$ cat src/hw/rtl/olfp_pkg.sv
// Shared constants and types for the opcode/length frame parser.
`timescale 1ns / 1ps

package olfp_pkg;

    localparam int unsigned PAYLOAD_LEN_W = 24;
    localparam int unsigned SIZE_W        = 16;
    localparam int unsigned CFG_DATA_W    = 24;
    localparam int unsigned CFG_INDEX_W   = 3;

    typedef logic [CFG_INDEX_W-1:0] t_cfg_index;

    // Configuration register indexes
    localparam t_cfg_index REG_MAX_PAYLOAD = 3'd0;
    localparam t_cfg_index REG_MIN_COLUMNS = 3'd1;
    localparam t_cfg_index REG_MAX_COLUMNS = 3'd2;
    localparam t_cfg_index REG_MIN_ROWS    = 3'd3;
    localparam t_cfg_index REG_MAX_ROWS    = 3'd4;

    localparam logic [PAYLOAD_LEN_W-1:0] RST_MAX_PAYLOAD = 24'd131072;
    localparam logic [SIZE_W-1:0]        RST_MIN_COLUMNS = 16'd2;
    localparam logic [SIZE_W-1:0]        RST_MAX_COLUMNS = 16'd1000;
    localparam logic [SIZE_W-1:0]        RST_MIN_ROWS    = 16'd1;
    localparam logic [SIZE_W-1:0]        RST_MAX_ROWS    = 16'd500;

    // Result kinds
    localparam logic [1:0] KIND_DATA     = 2'd0;
    localparam logic [1:0] KIND_RESIZE   = 2'd1;
    localparam logic [1:0] KIND_OVERSIZE = 2'd2;
    localparam logic [1:0] KIND_BAD      = 2'd3;

    // Limits the parser needs from the register file
    typedef struct packed {
        logic [PAYLOAD_LEN_W-1:0] max_payload;
        logic                     size_ok;
    } t_cfg_view;

endpackage

$ cat src/hw/rtl/opcode_length_frame_parser.sv
// Top level: byte-serial opcode/length/payload frame parser.
//
// Input channel: i_valid/o_stall carry one stream byte per transfer.
// Output channel: o_valid/i_stall carry at most one result per input byte:
// a payload byte (with last-of-frame mark), a resize, or a stop code.
// Frames are an opcode byte, a 32-bit little-endian length, then payload.
// Each byte is decoded in the cycle it is taken; its result sits in the
// output register from the next cycle, and the sustained rate is 1 byte
// per clock. The single output register sets that rate:
// o_stall rises only while a result is held and the receiver stalls.
// Configuration is a plain write port (i_cfg_we, i_cfg_index, i_cfg_data)
// and should be written only while the parser is idle.
// Reset (synchronous, active low) restores the register defaults, returns
// the parser to waiting for an opcode and clears the halted flag.
// After an oversize length or a bad frame the parser gives one stop result
// and then swallows every byte until reset.
`timescale 1ns / 1ps

module opcode_length_frame_parser (
    input  logic                              i_clk,
    input  logic                              i_rst_n,
    input  logic                              i_valid,
    output logic                              o_stall,
    input  logic [7:0]                        i_stream_byte,
    output logic                              o_valid,
    input  logic                              i_stall,
    output logic [1:0]                        o_result_kind,
    output logic [7:0]                        o_data_byte,
    output logic                              o_last_of_frame,
    output logic [olfp_pkg::SIZE_W-1:0]       o_new_columns,
    output logic [olfp_pkg::SIZE_W-1:0]       o_new_rows,
    input  logic                              i_cfg_we,
    input  olfp_pkg::t_cfg_index              i_cfg_index,
    input  logic [olfp_pkg::CFG_DATA_W-1:0]   i_cfg_data
);
    import olfp_pkg::*;

    localparam logic [2:0] PH_OPCODE  = 3'd0;
    localparam logic [2:0] PH_LENGTH  = 3'd1;
    localparam logic [2:0] PH_DATA    = 3'd2;
    localparam logic [2:0] PH_RESIZE  = 3'd3;
    localparam logic [2:0] PH_DISCARD = 3'd4;

    localparam logic [1:0] OP_DATA   = 2'd0;
    localparam logic [1:0] OP_RESIZE = 2'd1;
    localparam logic [1:0] OP_OTHER  = 2'd2;

    logic [2:0]               r_phase,  n_phase;
    logic [1:0]               r_opcls,  n_opcls;
    logic [1:0]               r_hidx,   n_hidx;
    logic [PAYLOAD_LEN_W-1:0] r_remain, n_remain;
    logic [23:0]              r_rsz,    n_rsz;
    logic                     r_halted, n_halted;

    logic                     r_out_valid;
    logic [1:0]               r_kind;
    logic [7:0]               r_data;
    logic                     r_last;
    logic [SIZE_W-1:0]        r_cols;
    logic [SIZE_W-1:0]        r_rows;

    logic                     in_xfer;
    logic                     emit;
    logic [1:0]               emit_kind;
    logic                     emit_last;
    logic                     emit_size;
    logic [PAYLOAD_LEN_W-1:0] remain_dec;
    logic [1:0]               rsz_pos;
    logic [SIZE_W-1:0]        cand_cols;
    logic [SIZE_W-1:0]        cand_rows;
    t_cfg_view                cfg;

    assign o_stall = r_out_valid & i_stall;
    assign in_xfer = i_valid & ~o_stall;

    assign remain_dec = r_remain - PAYLOAD_LEN_W'(1);
    // remaining 4,3,2 maps to resize byte 0,1,2
    assign rsz_pos    = 2'(2'd0 - r_remain[1:0]);
    assign cand_cols  = r_rsz[15:0];
    assign cand_rows  = {i_stream_byte, r_rsz[23:16]};

    olfp_cfg u_cfg (
        .i_clk       (i_clk),
        .i_rst_n     (i_rst_n),
        .i_cfg_we    (i_cfg_we),
        .i_cfg_index (i_cfg_index),
        .i_cfg_data  (i_cfg_data),
        .i_columns   (cand_cols),
        .i_rows      (cand_rows),
        .o_view      (cfg)
    );

    always_comb begin
        n_phase   = r_phase;
        n_opcls   = r_opcls;
        n_hidx    = r_hidx;
        n_remain  = r_remain;
        n_rsz     = r_rsz;
        n_halted  = r_halted;
        emit      = 1'b0;
        emit_kind = KIND_DATA;
        emit_last = 1'b0;
        emit_size = 1'b0;
        if (in_xfer && !r_halted) begin
            unique case (r_phase)
                PH_LENGTH: begin
                    if (r_hidx != 2'd3) begin
                        unique case (r_hidx)
                            2'd0:    n_remain[7:0]   = i_stream_byte;
                            2'd1:    n_remain[15:8]  = i_stream_byte;
                            default: n_remain[23:16] = i_stream_byte;
                        endcase
                        n_hidx = r_hidx + 2'd1;
                    end else begin
                        n_hidx = 2'd0;
                        n_rsz  = '0;
                        // top length byte set means above any 24-bit limit
                        priority if (i_stream_byte != 8'd0 ||
                                     r_remain > cfg.max_payload) begin
                            n_halted  = 1'b1;
                            n_phase   = PH_OPCODE;
                            emit      = 1'b1;
                            emit_kind = KIND_OVERSIZE;
                        end else if (r_opcls == OP_DATA) begin
                            n_phase = (r_remain == '0) ? PH_OPCODE : PH_DATA;
                        end else if (r_opcls == OP_RESIZE &&
                                     r_remain == PAYLOAD_LEN_W'(4)) begin
                            n_phase = PH_RESIZE;
                        end else if (r_remain == '0) begin
                            n_halted  = 1'b1;
                            n_phase   = PH_OPCODE;
                            emit      = 1'b1;
                            emit_kind = KIND_BAD;
                        end else begin
                            n_phase = PH_DISCARD;
                        end
                    end
                end
                PH_DATA: begin
                    n_remain  = remain_dec;
                    emit      = 1'b1;
                    emit_kind = KIND_DATA;
                    if (remain_dec == '0) begin
                        n_phase   = PH_OPCODE;
                        emit_last = 1'b1;
                    end
                end
                PH_RESIZE: begin
                    n_remain = remain_dec;
                    if (remain_dec != '0) begin
                        unique case (rsz_pos)
                            2'd0:    n_rsz[7:0]   = i_stream_byte;
                            2'd1:    n_rsz[15:8]  = i_stream_byte;
                            default: n_rsz[23:16] = i_stream_byte;
                        endcase
                    end else begin
                        n_phase = PH_OPCODE;
                        if (cfg.size_ok) begin
                            emit      = 1'b1;
                            emit_kind = KIND_RESIZE;
                            emit_size = 1'b1;
                        end
                    end
                end
                PH_DISCARD: begin
                    n_remain = remain_dec;
                    if (remain_dec == '0) begin
                        n_halted  = 1'b1;
                        n_phase   = PH_OPCODE;
                        emit      = 1'b1;
                        emit_kind = KIND_BAD;
                    end
                end
                default: begin
                    priority if (i_stream_byte == 8'd0) n_opcls = OP_DATA;
                    else if (i_stream_byte == 8'd1)     n_opcls = OP_RESIZE;
                    else                                n_opcls = OP_OTHER;
                    n_hidx   = 2'd0;
                    n_remain = '0;
                    n_phase  = PH_LENGTH;
                end
            endcase
        end
    end

    always_ff @(posedge i_clk) begin
        if (!i_rst_n) begin
            r_phase     <= PH_OPCODE;
            r_opcls     <= OP_DATA;
            r_hidx      <= 2'd0;
            r_remain    <= '0;
            r_rsz       <= '0;
            r_halted    <= 1'b0;
            r_out_valid <= 1'b0;
        end else begin
            r_phase  <= n_phase;
            r_opcls  <= n_opcls;
            r_hidx   <= n_hidx;
            r_remain <= n_remain;
            r_rsz    <= n_rsz;
            r_halted <= n_halted;
            if (in_xfer) begin
                r_out_valid <= emit;
            end else if (!i_stall) begin
                r_out_valid <= 1'b0;
            end
        end
    end

    // Result payload, loaded only with a new result
    always_ff @(posedge i_clk) begin
        if (in_xfer && emit) begin
            r_kind <= emit_kind;
            r_data <= (emit_kind == KIND_DATA) ? i_stream_byte : 8'd0;
            r_last <= emit_last;
            r_cols <= emit_size ? cand_cols : '0;
            r_rows <= emit_size ? cand_rows : '0;
        end
    end

    assign o_valid         = r_out_valid;
    assign o_result_kind   = r_kind;
    assign o_data_byte     = r_data;
    assign o_last_of_frame = r_last;
    assign o_new_columns   = r_cols;
    assign o_new_rows      = r_rows;

    a_halt_sticky: assert property (@(posedge i_clk) disable iff (!i_rst_n)
        r_halted |=> r_halted)
        else $error("halted flag cleared without reset");

    a_halt_gives_stop: assert property (@(posedge i_clk) disable iff (!i_rst_n)
        $rose(r_halted) |-> r_out_valid &&
            (r_kind == KIND_OVERSIZE || r_kind == KIND_BAD))
        else $error("stop entered without a stop result");

    a_halted_silent: assert property (@(posedge i_clk) disable iff (!i_rst_n)
        r_halted && in_xfer |=> !r_out_valid)
        else $error("result produced while halted");

    a_resize_count: assert property (@(posedge i_clk) disable iff (!i_rst_n)
        r_phase == PH_RESIZE |-> r_remain != '0 && r_remain <= PAYLOAD_LEN_W'(4))
        else $error("resize byte count out of range");

    a_body_nonempty: assert property (@(posedge i_clk) disable iff (!i_rst_n)
        r_phase == PH_DATA || r_phase == PH_DISCARD |-> r_remain != '0)
        else $error("payload phase with nothing left");

endmodule

$ cat src/hw/rtl/olfp_cfg.sv
// Configuration registers and resize bounds check.
`timescale 1ns / 1ps

module olfp_cfg (
    input  logic                              i_clk,
    input  logic                              i_rst_n,
    input  logic                              i_cfg_we,
    input  olfp_pkg::t_cfg_index              i_cfg_index,
    input  logic [olfp_pkg::CFG_DATA_W-1:0]   i_cfg_data,
    input  logic [olfp_pkg::SIZE_W-1:0]       i_columns,
    input  logic [olfp_pkg::SIZE_W-1:0]       i_rows,
    output olfp_pkg::t_cfg_view               o_view
);
    import olfp_pkg::*;

    logic [PAYLOAD_LEN_W-1:0] r_max_payload;
    logic [SIZE_W-1:0]        r_min_columns;
    logic [SIZE_W-1:0]        r_max_columns;
    logic [SIZE_W-1:0]        r_min_rows;
    logic [SIZE_W-1:0]        r_max_rows;

    always_ff @(posedge i_clk) begin
        if (!i_rst_n) begin
            r_max_payload <= RST_MAX_PAYLOAD;
            r_min_columns <= RST_MIN_COLUMNS;
            r_max_columns <= RST_MAX_COLUMNS;
            r_min_rows    <= RST_MIN_ROWS;
            r_max_rows    <= RST_MAX_ROWS;
        end else if (i_cfg_we) begin
            unique case (i_cfg_index)
                REG_MAX_PAYLOAD: r_max_payload <= i_cfg_data[PAYLOAD_LEN_W-1:0];
                REG_MIN_COLUMNS: r_min_columns <= i_cfg_data[SIZE_W-1:0];
                REG_MAX_COLUMNS: r_max_columns <= i_cfg_data[SIZE_W-1:0];
                REG_MIN_ROWS:    r_min_rows    <= i_cfg_data[SIZE_W-1:0];
                REG_MAX_ROWS:    r_max_rows    <= i_cfg_data[SIZE_W-1:0];
                default: ;
            endcase
        end
    end

    // min above max gives an empty range, so nothing passes
    assign o_view.max_payload = r_max_payload;
    assign o_view.size_ok     = (i_columns >= r_min_columns) && (i_columns <= r_max_columns) &&
                                (i_rows >= r_min_rows) && (i_rows <= r_max_rows);

endmodule
$ cat config.mk
export PLATFORM = sky130hd
export DESIGN_NAME = opcode_length_frame_parser
export DESIGN_NICKNAME = d
export VERILOG_FILES = /design/src/hw/rtl/olfp_pkg.sv /design/src/hw/rtl/opcode_length_frame_parser.sv /design/src/hw/rtl/olfp_cfg.sv
export SDC_FILE = /design/constraint.sdc
export NUM_CORES = 1
export LEC_CHECK = 0
export BUFFER_PORTS_ARGS = -buffer_cell sky130_fd_sc_hd__buf_2
export CAP_MARGIN = 10
export CORE_ASPECT_RATIO = 0.9
export CORE_MARGIN = 3
export CORE_UTILIZATION = 40
export CTS_CLUSTER_DIAMETER = 30
export DETAILED_ROUTE_END_ITERATION = 7
export PLACE_DENSITY_LB_ADDON = 0.12
export REMOVE_ABC_BUFFERS = 1
export SKIP_LAST_GASP = 1
export SYNTH_ARGS = -nofsm -noshare
export SYNTH_HDL_FRONTEND = slang
export SYNTH_SLANG_ARGS = --single-unit
$ cat constraint.sdc
create_clock -name i_clk -period 13.3 [get_ports i_clk]
set_input_delay 2.66 -clock i_clk [delete_from_list [all_inputs] [get_ports i_clk]]
set_output_delay 2.66 -clock i_clk [all_outputs]
set_load 0.02 [all_outputs]
# Yosys cells after proc, flatten, opt, wreduce, memory -nomap -nowiden
# Index checks and enable logic that the tools add are counted.
# totals
reg_bits	188
inputBits	40
out_inout_bits	45
word_cells	160
# op_classes
add_sub_neg	3
n_lt_le_gt_ge	5
eq_ne	30
muxes	55
bitwise_logic	5
reduce_logical	41
# op_table
cell	count
case mux 24 bit (2 select lines)	2
two-way mux 24 bit	3
zero test 24 bit	2
two-way mux 8 bit	6
>= comparator 16 bit	2
<= comparator 16 bit	2
== test 24 x 3 -> 1 bit (second input constant)	1
> comparator 24 bit	1
nonzero test 24 bit	1
subtractor 24 x 1 -> 24 bit (second input constant)	1
two-way mux 2 bit	11
two-way mux 1 bit	21
two-way mux 3 bit	7
inequality test 2 bit (second input constant)	8
AND reduction 2 bit	8
AND reduction 5 bit	3
== test 3 x 2 -> 1 bit (second input constant)	4
inequality test 2 x 1 -> 1 bit (second input constant)	6
inequality test 3 bit (second input constant)	3
case mux 3 bit (3 select lines)	1
AND reduction 3 bit	3
== test 8 x 1 -> 1 bit (second input constant)	1
zero test 2 bit	4
zero test 8 bit	1
22 further kinds	37

# Logic depth before layout (Yosys ltp)
# logic_depth
ltp_word	9
depth_mapped	12
ltp_nobuf	10

# By module
# A second synthesis with hierarchy kept.
# unflattened
hier_cells	1181
hier_area_um2	10425.0
# modules_own_cells
mod	n_inst	cells_each	area_per_inst_um2	seq_area_each_um2
opcode_length_frame_parser	1	582	5599.1	2432.3
olfp_cfg	1	599	4825.9	1761.7

# Worst setup path before layout
# No wires, ideal clock.
# synth_timing
path_type	input to register
from	in i_stream_byte[1]
to	reg r_data[0] (netlist: o_data_byte[0]) (enable)
setup_ps	402
t_arrival_ps	5577
t_required_ps	12898
path_slack_ps	7322
path_stages	9
path_buffers	0
path_cell_list	ha_1 > nand4_1 > or4_1 > nor2_1 > a211o_1 > o2111ai_1 > o31ai_1 > nor3b_4 > or3_1
# synth_between
elab_chain_len	8
elab_cells_between_ends	13
classes_between	order compare: 2; mux: 6; reduce/logical: 5
# synth_rtl
item	line_no	source
from (decl)	opcode_length_frame_parser.sv:24	input logic [7:0] i_stream_byte,
>= comparator 16 bit	olfp_cfg.sv:44	(i_rows >= r_min_rows) && (i_rows <= r_max_rows);
logical AND 1 bit	olfp_cfg.sv:43	assign o_view.size_ok = (i_columns >= r_min_columns) && (i_columns <= r_max_columns) &&
logical AND 1 bit	olfp_cfg.sv:44	
two-way mux 1 bit	opcode_length_frame_parser.sv:158	if (cfg.size_ok) begin
two-way mux 1 bit	opcode_length_frame_parser.sv:150	if (remain_dec != '0) begin
case mux 1 bit (4 select lines) (*)	opcode_length_frame_parser.sv:105	unique case (r_phase)
two-way mux 1 bit (*)	opcode_length_frame_parser.sv:104	if (in_xfer && !r_halted) begin
logical AND 1 bit (*)	opcode_length_frame_parser.sv:212	if (in_xfer && emit) begin
to (signal assigned)	opcode_length_frame_parser.sv:214	r_data <= (emit_kind == KIND_DATA) ? i_stream_byte : 8'd0;
to (decl)	opcode_length_frame_parser.sv:57	logic [7:0] r_data;
# Mark *: on every way between the ends. The rest lies on a longest branch, timed or not.
# A chain may end at the register's enable or synchronous reset.

# Final worst setup path
# layout_timing
from	in i_stream_byte[1]
to	reg r_data[5] (netlist: o_data_byte[5]) (enable)
# Same word-level chain as after synthesis.

==> flow_summary.json <==
{
  "numCtsBuffers": 17,
  "area_growth_pct": 12.4,
  "rsz0062_at_grt": "no",
  "critPathKind": "input port to flip-flop",
  "gr-total-overflow": 0,
  "path_clk_slew_ns": 0.09,
  "hold_buffers": 0,
  "ctsResizeCount": 0,
  "setup.worst_path.start_class": "input port",
  "die_h_um": 158,
  "cp.required_ns": 13.36,
  "synth_cell_types": 67,
  "timing.final.crit_period_ns": 5.78,
  "cts_buffer_depth": 2,
  "critPathArrivalTime_ns": 5.84,
  "synthArstFlopShare_pct": 0,
  "cp_cell_sequence": "buf_2 -> ha_1 -> nand4_1 -> or4_1 -> nor2_1 -> a211o_1 -> o2111ai_1 -> o31ai_1 -> nor3b_4 -> or3_2",
  "routed_via_density": 5.35,
  "tritoncts": "done",
  "min_period_over_period_pct": 43.5,
  "power_density_nw_per_um2": 111,
  "htree_levels": 4,
  "first_pass_iters": 5,
  "drc": 0,
  "worst_pin_slew_ns": 1.22,
  "leakage_nw": 4.50,
  "crit_family": "simple AND/OR/NAND/NOR gates",
  "grt_use_met3_pct": 3.22,
  "p_sw_mw": 0.388,
  "hp-class": "flip-flop to flip-flop",
  "track_usage_pct": 21.5,
  "place.gp.congestion": 0.890,
  "wl_per_cell_um": 18.1,
  "coreArea_um2": 25300,
  "die_x_um": 175,
  "grt.busiest_layer": "met1",
  "synth-main-ff-cell": "dfxtp_1",
  "relSlewSlack_pct": 18.9,
  "skew_ns": 0.0179,
  "p_clk_share_pct": 42.1,
  "slowest_delay_ns": 0.81,
  "whs_ns": 0.457,
  "setup_viol": 0,
  "numClockSinks": 188,
  "synth-edff-count": 43,
  "postCtsSetupRepairBufs": 0,
  "fin_setup_tns_ns": 0,
  "cp.buffers_inverters": 1,
  "drt_iter0_markers": 613,
  "port_buffers": 84,
  "antenna_left": 0,
  "cts_root_buffer": "clkbuf_16",
  "routed_wl_um": 29300,
  "swShare_pct": 30.0,
  "maxCapViolations": 0,
  "ys_seq_area_share_pct": 40.6,
  "clkLatencyLatePin_ns": 0.44,
  "power_frac_comb_pct": 11.5,
  "start_util_pct": 40.9,
  "grt_pass1_vias": 8127,
  "stdcell_count": 1620,
  "grt_max_degree": 82,
  "gr-usage-met1_pct": 32.9,
  "timing.fmax_mhz": 173,
  "dp_hpwl_um": 21500,
  "crit_path_end_kind": "flip-flop",
  "dieArea_um2": 27800,
  "slew_viol_final": 0,
  "fin_total_pwr_mw": 1.29,
  "utilization_pct": 46.0,
  "critPathSlowestCell": "or3_2",
  "timing.final.hold_violations": 0,
  "synth_seq_cells": 188,
  "met2_usage_pct": 32.4,
  "grt_antenna_before_repair": 0,
  "status": "finished, final reports clean",
  "num_vias": 8665,
  "ios": 85,
  "worst-path-max-fanout": 43,
  "peakVddDrop_uv": 83.5,
  "drive_above_1_share_pct": 11.5,
  "synthCells": 1214,
  "rows": 55,
  "p_int_mw": 0.906,
  "grt_pass1_wl_um": 46700,
  "n_fill_cell": 2557,
  "dp_cells": 1587,
  "syn_avg_cell_area_um2": 8.51,
  "pwr-share-seq_pct": 46.4,
  "syn-cell-area_um2": 10300,
  "yosys_warnings": 0,
  "nets": 1398
}
layer usage:
metal  vias up  wire length, µm
li1       4341                -
met1      4080            15200
met2       233            12200
met3        11             1730
met4         0              235
met5         -                0
state kept, by name (all words and copies together), names as in the netlist, 2 cells and up:
register and flops:
r_phase 3, u_cfg.r_max_rows 16, u_cfg.r_max_payload 24, u_cfg.r_max_columns 16
o_new_columns 16, r_rsz 24, r_remain 24, o_new_rows 16
r_hidx 2, r_opcls 2, o_result_kind 2, u_cfg.r_min_columns 16
o_data_byte 8, u_cfg.r_min_rows 16
worst paths after layout:
check                               start                 endpoint  slack (ns)  cells past startpoint
setup / recovery         i_stream_byte[1]           o_data_byte[5]        7.52                     10
hold / removal    u_cfg.r_max_payload[20]  u_cfg.r_max_payload[20]        0.46                      2
setup reg to reg              r_remain[0]           o_data_byte[5]        8.64                     10
hold reg to reg   u_cfg.r_max_payload[20]  u_cfg.r_max_payload[20]        0.46                      2
area by class of cell:
type,count,area (µm²),share of cell area [%]
sequential,188,4190,36.1
antenna,1,2.50,0.0216
tap,342,428,3.69
multi-input combinational,872,5520,47.5
clock buffer,17,425,3.66
clock inverter,15,216,1.86
timing repair buffer,91,473,4.07
inverter,94,353,3.04
worst min-delay path, cell delays in order (launching register included):
cell and delay (ns):
dfxtp_1 0.32, nand2_1 0.05, a21oi_1 0.05
synthesized netlist by cell type, types with 5 or more instances:
master | count | area [µm²]
o41ai_1 | 6 | 52.6
nand4_1 | 23 | 144
nor2_1 | 63 | 236
nor4_1 | 11 | 68.8
o211ai_1 | 19 | 143
buf_2 | 5 | 25.0
inv_1 | 94 | 353
buf_6 | 5 | 56.3
nand3_1 | 13 | 65.1
and2_1 | 33 | 206
nand2b_1 | 10 | 62.6
nor2b_1 | 11 | 68.8
mux2i_1 | 27 | 270
a21o_1 | 22 | 165
a21oi_1 | 125 | 626
edfxtp_1 | 43 | 1290
dfxtp_1 | 145 | 2900
a22oi_1 | 17 | 128
o21ai_0 | 41 | 205
ha_1 | 94 | 1180
or3_1 | 6 | 37.5
o31ai_1 | 10 | 75.1
nand2_1 | 239 | 897
nor3b_1 | 14 | 105
clkbuf_1 | 46 | 173
nor3_1 | 13 | 65.1
cells in the final DEF (no fill, tap or decap), types with 5 or more instances in the layout:
master | synthesis | final
a21o_1 | 22 | 22
a21oi_1 | 125 | 125
a22oi_1 | 17 | 17
and2_1 | 33 | 33
buf_2 | 5 | 84
buf_4 | 0 | 7
clkbuf_16 | 0 | 17
clkinv_8 | 0 | 6
dfxtp_1 | 145 | 145
edfxtp_1 | 43 | 43
ha_1 | 94 | 94
inv_1 | 94 | 93
inv_12 | 0 | 5
mux2i_1 | 27 | 27
nand2_1 | 239 | 239
nand2b_1 | 10 | 10
nand3_1 | 13 | 13
nand4_1 | 23 | 23
nor2_1 | 63 | 62
nor2b_1 | 11 | 11
nor3_1 | 13 | 13
nor3b_1 | 14 | 14
nor4_1 | 11 | 11
o211ai_1 | 19 | 19
o21ai_0 | 41 | 41
o31ai_1 | 10 | 10
o41ai_1 | 6 | 6
or3_1 | 6 | 5
cell families (layout without fill, tap and decap cells):
kind of cell,Yosys count,in the layout,synth area share (%)
simple gates,473,473,22.6
compound gates,271,271,16.2
flops,188,188,40.6
buf+inv,154,217,6.07
fa+ha+maj,94,94,11.4
mux,27,27,2.62
xor+xnor,7,7,0.593
other cells,0,1,0
per-stage QoR:
step	cell area, µm²	setup slack, ns
after floorplan	10100	7.32
after global placement	11000	7.10
after detailed placement	11000	7.04
after CTS	11600	7.50
after global routing	11600	7.15
final	11600	7.52
power by group through the flow:
stage                     clock, mW  combinational [mW]  sequential, mW
after floorplan                   0              0.0951           0.611
after global placement            0               0.145           0.614
after detailed placement          0               0.146           0.614
after CTS                     0.552               0.147           0.601
after global routing          0.575               0.166           0.602
final                         0.545               0.149           0.601
(Power assumes the default switching activity.)
